==> src/tcm_pkg.sv <==
// Package for the track crossfade mixer: phase codes, register map, sizing constants.
// No dependencies.
`default_nettype none
package tcm_pkg;
  localparam int SampleW = 16;
  localparam int OverlapW = 20;
  localparam logic [OverlapW-1:0] OverlapReset = 20'd6000;
  localparam logic [16:0] GainOne = 17'd32768;
  localparam logic [0:0] RegOverlap = 1'b0;

  typedef enum logic [3:0] {
    PH_WAITING    = 4'b0001,
    PH_REQUESTING = 4'b0010,
    PH_CAPTURING  = 4'b0100,
    PH_MIXING     = 4'b1000
  } phase_t;
endpackage
`default_nettype wire

==> src/tcm_gain_div.sv <==
// Radix-2 restoring divider for the chunk gain: floor(fill*32768/peak), capped at 32768.
// Depends on tcm_pkg.
`default_nettype none
module tcm_gain_div #(
  parameter int FillW = 20
) (
  input  wire logic             clk,
  input  wire logic             rst,
  input  wire logic             start,
  input  wire logic [FillW-1:0] fill,
  input  wire logic [FillW-1:0] peak,
  output logic                  busy,
  output logic [16:0]           gain
);
  import tcm_pkg::*;
  localparam int NumW = FillW + 15;
  localparam int CntW = $clog2(NumW + 1);

  logic [NumW-1:0]  num;
  logic [FillW:0]   rem;
  logic [NumW-1:0]  quo;
  logic [FillW-1:0] den;
  logic [CntW-1:0]  cnt;
  logic [FillW+1:0] trial;

  assign trial = {rem, num[NumW-1]} - {2'b00, den};

  always_ff @(posedge clk) begin
    if (rst) begin
      busy <= 1'b0;
      cnt <= '0;
    end else if (start) begin
      busy <= 1'b1;
      cnt <= CntW'(NumW);
      num <= {fill, 15'd0};
      den <= peak;
      rem <= '0;
      quo <= '0;
    end else if (busy) begin
      num <= {num[NumW-2:0], 1'b0};
      if (!trial[FillW+1]) begin
        rem <= trial[FillW:0];
        quo <= {quo[NumW-2:0], 1'b1};
      end else begin
        rem <= {rem[FillW-1:0], num[NumW-1]};
        quo <= {quo[NumW-2:0], 1'b0};
      end
      cnt <= cnt - 1'b1;
      if (cnt == CntW'(1)) busy <= 1'b0;
    end
  end

  always_comb begin
    if (den == '0) gain = '0;
    else if (quo > NumW'(GainOne)) gain = GainOne;
    else gain = quo[16:0];
  end
endmodule
`default_nettype wire

==> config.mk <==
export PLATFORM = sky130hd
export DESIGN_NAME = tcm_gain_div
export DESIGN_NICKNAME = d
export VERILOG_FILES = /design/src/tcm_pkg.sv /design/src/tcm_gain_div.sv
export SDC_FILE = /design/constraint.sdc
export NUM_CORES = 1
export LEC_CHECK = 0
export BUFFER_PORTS_ARGS = -buffer_cell sky130_fd_sc_hd__buf_2
export CAP_MARGIN = 25
export CORE_ASPECT_RATIO = 1.75
export CORE_MARGIN = 8
export CORE_UTILIZATION = 30
export CTS_CLUSTER_DIAMETER = 30
export DETAILED_ROUTE_END_ITERATION = 10
export PLACE_DENSITY = 0.51
export SLEW_MARGIN = 10
export SYNTH_ARGS = -nofsm -noshare
export SYNTH_HDL_FRONTEND = slang
export SYNTH_SLANG_ARGS = --single-unit
==> constraint.sdc <==
create_clock -name clk -period 4.8 [get_ports clk]
set_input_delay 0 -clock clk [delete_from_list [all_inputs] [get_ports clk]]
set_output_delay 0 -clock clk [all_outputs]
set_load 0.01 [all_outputs]
### After elaboration in Yosys (flattened, before gate mapping)

Index checks and enable logic that the tools add are counted.

| storage, ports and cells | value |
|---|---|
| register bits after elaboration | 117 |
| output and inout port bits | 18 |
| input bits | 43 |

| cells by class | value |
|---|---|
| eq/ne operators | 1 |
| $lt $le $gt $ge | 1 |
| reduce and logical (&&, ||, !) cells | 5 |
| mux-type cells | 13 |
| add/subtract/negate cells | 2 |
| bitwise gates (word level) | 1 |

Operators with widths:

| operator | number |
|---|---|
| two-way mux 35 bit | 3 |
| two-way mux 21 bit | 2 |
| > comparator 35 x 16 -> 1 bit (second input constant) | 1 |
| two-way mux 17 bit | 2 |
| subtractor 22 x 20 -> 22 bit | 1 |
| zero test 20 bit | 1 |
| two-way mux 6 bit | 2 |
| == test 6 x 1 -> 1 bit (second input constant) | 1 |
| subtractor 6 x 1 -> 6 bit (second input constant) | 1 |
| two-way mux 1 bit | 4 |
| AND reduction 2 bit | 2 |
| nonzero test 2 bit | 1 |
| OR reduction 2 bit | 1 |
| NOT 1 bit | 1 |

### Logic depth before layout (Yosys ltp)

| logic depth | value |
|---|---|
| depth in word-level cells | 4 |
| depth in mapped cells | 12 |
| depth with buffers taken out | 11 |

### Worst setup path before layout

Ideal clock, no wire load.

| path | value |
|---|---|
| kind | reg2reg |
| start | register busy |
| end | register num[15], enable pin |
| path slack | 0.554 ns |
| required time | 4.288 ns |
| library setup time | 0.512 ns |
| cell stages (with the launch flop) | 3 |
| buffers on the path | 0 |
| data arrival time | 3.734 ns |
| cell sequence | dfxtp_1 nor2_1 nor2_1 |

| between the ends | value |
|---|---|
| cells in the longest elaborated chain, start to end | 2 |

Ends and longest elaborated chain:

| element | line | text |
|---|---|---|
| start, declared | tcm_gain_div.sv:12 | `output logic busy,` |
| start signal, assigned | tcm_gain_div.sv:30 | `busy <= 1'b0;` |
| start signal, assigned | tcm_gain_div.sv:33 | `busy <= 1'b1;` |
| start signal, assigned | tcm_gain_div.sv:49 | `if (cnt == CntW'(1)) busy <= 1'b0;` |
| nonzero test 2 bit (no source line) | n/a |  |
| AND reduction 2 bit (no source line) | n/a |  |
| end signal, assigned | tcm_gain_div.sv:35 | `num <= {fill, 15'd0};` |
| end signal, assigned | tcm_gain_div.sv:40 | `num <= {num[NumW-2:0], 1'b0};` |
| end, declared | tcm_gain_div.sv:19 | `logic [NumW-1:0] num;` |

Every way passes these cells.
A chain may end at the register's enable or synchronous reset.

### Worst setup path in the final report

| path | value |
|---|---|
| start | register den[1] |
| end | register rem[6], data pin |

| between the ends | value |
|---|---|
| cells in the longest elaborated chain, start to end | 3 |

Ends and longest elaborated chain:

| element | line | text |
|---|---|---|
| start, declared | tcm_gain_div.sv:22 | `logic [FillW-1:0] den;` |
| start signal, assigned | tcm_gain_div.sv:36 | `den <= peak;` |
| subtractor 22 x 20 -> 22 bit | tcm_gain_div.sv:26 | `assign trial = {rem, num[NumW-1]} - {2'b00, den};` |
| two-way mux 21 bit | tcm_gain_div.sv:41 | `if (!trial[FillW+1]) begin` |
| two-way mux 21 bit | tcm_gain_div.sv:39 | `end else if (busy) begin` |
| end signal, assigned | tcm_gain_div.sv:42 | `rem <= trial[FillW:0];` |
| end signal, assigned | tcm_gain_div.sv:45 | `rem <= {rem[FillW-1:0], num[NumW-1]};` |
| end, declared | tcm_gain_div.sv:20 | `logic [FillW:0] rem;` |

Every way passes these cells. The select of a mux whose other input is x is not followed.

==> key figures <==
Timing
  • Max Clk Rate: 302.0 MHz
  • Final setup TNS: 0 ns
  • Min Tclk post-route: 3.311 ns
  • Final Hold Fails: 0
  • Hold_ws: 0.2106 ns
  • Max-slew headroom: 43.41%
  • Clock Skew: 0.01045 ns
  • Fin. max-slew vios: 0
  • Worst-margin pin slew: 0.8451 ns
  • Final Cycle Share: 68.98%
  • RSZ-0062 raised after global routing: no
  • # setup viols final: 0

Floorplanning
  • Row count: 64
  • I/O pin count: 61
  • Die W: 117.1 um
  • Die H: 193.0 um
  • Core area: 0.01754 mm^2
  • Die area: 0.02260 mm^2
  • Initial Utilization: 30.61%

Outcome
  • Status: complete, no violations

Clock tree
  • Worst skew pair latency: 0.35 ns
  • Root buf cell: clkbuf_16
  • CTS tree: yes
  • Clock sink count: 103
  • CTS clk-pin slew, worst paths: 0.08 ns
  • H-tree Lvls: 3
  • Clock Path Buffers: 2
  • CTS buffer count: 9
  • Post-CTS Repair Setup Buffers: 0

Layout
  • Most common cell after layout, fill and taps aside: edfxtp_1
  • Fin nets: 625
  • Design area: 0.006646 mm^2
  • # diodes: 0
  • Fill cell count: 1696
  • Syn-to-layout area delta: 23.82%
  • Final core utilization: 37.90%
  • Share of post-route cells with drive strength above 1: 19.50%
  • Most frequent cells in the layout: 96 x edfxtp_1, 60 x buf_2, 41 x dlygate4sd3_1

Min path
  • Worst hold path type: in2reg

Global routing
  • Top Usage Layer GRT: met2
  • Initial antenna violation count: 0
  • First-pass GRT wire length: 21360 um
  • Met3 Use GR: 2.215%
  • Grt met2 use: 22.30%
  • Largest net degree at the start of global routing: 61
  • Met1 Use GR: 12.99%
  • GRT overflow: 0
  • Total GRT Usage: 12.37%
  • Vias in the first global route: 4149

Route
  • Drt total wl: 13320 um
  • Detail Route Antenna Nets: 0
  • Vias per std cell: 4.935
  • DRT iter0 DRCs: 231
  • First-pass DRT Iterations: 4
  • DRC violation count after routing: 0
  • Vias post-DR: 3923
  • Routed len/inst: 16.75 um

Yosys
  • Synthesized cell area: 0.005368 mm^2
  • Top post-synthesis cells by area: edfxtp_1 54%, ha_1 5.1%, nor2b_1 4.5%, mux2_2 4.0%, a21oi_1 3.4%
  • Cells after synthesis: 462
  • Yosys Warn Count: 0
  • Cell accounting for the most synthesized area: edfxtp_1
  • Synth cell types: 55
  • Synthesis-stage register bit count: 103
  • Synth top area share: 53.71%
  • Top FF cell, synth: edfxtp_1
  • Async SR Flop Fraction: 0%
  • Register area share after synthesis: 56.32%
  • Post-synth EDFFs: 96
  • Mapped Nets: 528
  • Synth Area per Inst: 11.62 um^2

Critical path
  • Crit Path Category: reg2reg
  • Critical path arrival: 3.46 ns
  • Cell Chain, Critical Path: inv_1 -> ha_1 -> nor2b_1 -> o2111ai_1 -> a21o_1 -> and4_4 -> nor3b_4 -> o211ai_1 -> buf_4 -> nand3_1 -> a21oi_1
  • Critical Path Max Stage Delay: 0.69 ns
  • Slowest cell on crit path: o211ai_1
  • Worst Setup Start Kind: register
  • Endpoint type of the worst setup path: register
  • Req. time, crit path: 4.95 ns
  • CP Max Fanout: 9

Placed design
  • PortBufs: 59
  • HPWL Detailed: 9461 um
  • DP Area: 0.005929 mm^2
  • GPL Wtd Cong: 0.8882

Power
  • VDD IR max: 0.1978 mV
  • Pwr dens: 352.5 mW/mm^2
  • Pleak: 2.526 nW

Job
  • Max-cap viol count: 0
## what timing repair did
action                    in CTS  in global routing
hold endpoints to repair      46                  0
hold buffers                  41                  0
resized for setup              0                  0
## power breakdown
part	internal, mW	switching (mW)
Sequential	1.07	0.0413
Clock	0.424	0.339
Combinational	0.204	0.266
Total	1.70	0.646
## stage by stage
step	instances	setup slack, ns	total power, mW
6_report	795	1.489	2.343
5_1_grt	795	1.283	2.450
4_1_cts	795	1.606	2.365
3_5_place_dp	738	1.607	1.573
3_3_place_gp	736	1.634	1.565
2_1_floorplan	462	0.5540	1.446
## cell families (layout without fill, tap and decap cells)
logic type               Yosys count  count (layout)  synth area share [%]
AND/OR/NAND/NOR                  158             158                 16.81
buffers and inverters             45             147                 3.287
AO/OA/AOI/OAI                     97              97                 11.42
flip-flops                       103             103                 56.32
adder cells (fa/ha/maj)           23              23                 5.501
multiplexers                      19              19                 3.986
other                              1               1               0.06986
XOR/XNOR                          16              16                 2.611
## worst paths after layout
check,slack [ns],end,start,cells past startpoint
setup reg to reg,1.49,rem[6]$_SDFFCE_PP0P_,den[1]$_DFFE_PP_,11
setup / recovery,1.49,rem[6]$_SDFFCE_PP0P_,den[1]$_DFFE_PP_,11
hold / removal,0.21,cnt[0]$_SDFFE_PP0N_,start,3
hold reg to reg,0.53,busy$_SDFF_PP0_,cnt[5]$_SDFFE_PP0N_,1
## worst max-delay path, delay by kind of cell, from the launching register on
family                     cells  cell delay [ns]
and+or+nand+nor                4             0.58
buffers and inverters          2             0.40
adders and majority gates      1             0.21
AOI/OAI and AO/OA              4             1.45
DFF                            1             0.46
## cell type report
| class | count | area, um^2 | share of cell area, % |
|---|---|---|---|
| flip-flops and latches | 103 | 3023 | 45.48 |
| repair buffers | 106 | 755.7 | 11.37 |
| clock buffers | 11 | 242.7 | 3.652 |
| well taps | 231 | 289.0 | 4.349 |
| inverters | 25 | 93.84 | 1.412 |
| multi-input cells | 314 | 2178 | 32.77 |
| clock inverters | 5 | 63.81 | 0.9601 |
## sequential cells by signal, indices dropped and copies added, names as in the netlist
signal  count
quo        35
rem        21
den        20
num        20
cnt         6
busy        1
## synth_stat cells (5+ instances only)
| cell type | n |
|---|---|
| nor3_1 | 13 |
| ha_1 | 22 |
| and2_1 | 17 |
| dfxtp_1 | 7 |
| a21o_1 | 5 |
| o21a_1 | 7 |
| nand4_1 | 8 |
| xnor2_1 | 8 |
| nor4_1 | 12 |
| nand3_1 | 11 |
| nand2_1 | 13 |
| clkbuf_1 | 14 |
| mux2_2 | 19 |
| inv_1 | 25 |
| xor2_1 | 8 |
| nor2b_1 | 39 |
| a21oi_1 | 36 |
| nor2_1 | 24 |
| edfxtp_1 | 96 |
| o21ai_0 | 24 |
## routing by layer
layer  vias up  part of all wire [%]
met5         -                     0
met2       106                    54
li1       1897                     -
met1      1895                    39
met4         0                   4.2
met3        25                   3.2
(Power assumes the default switching activity.)
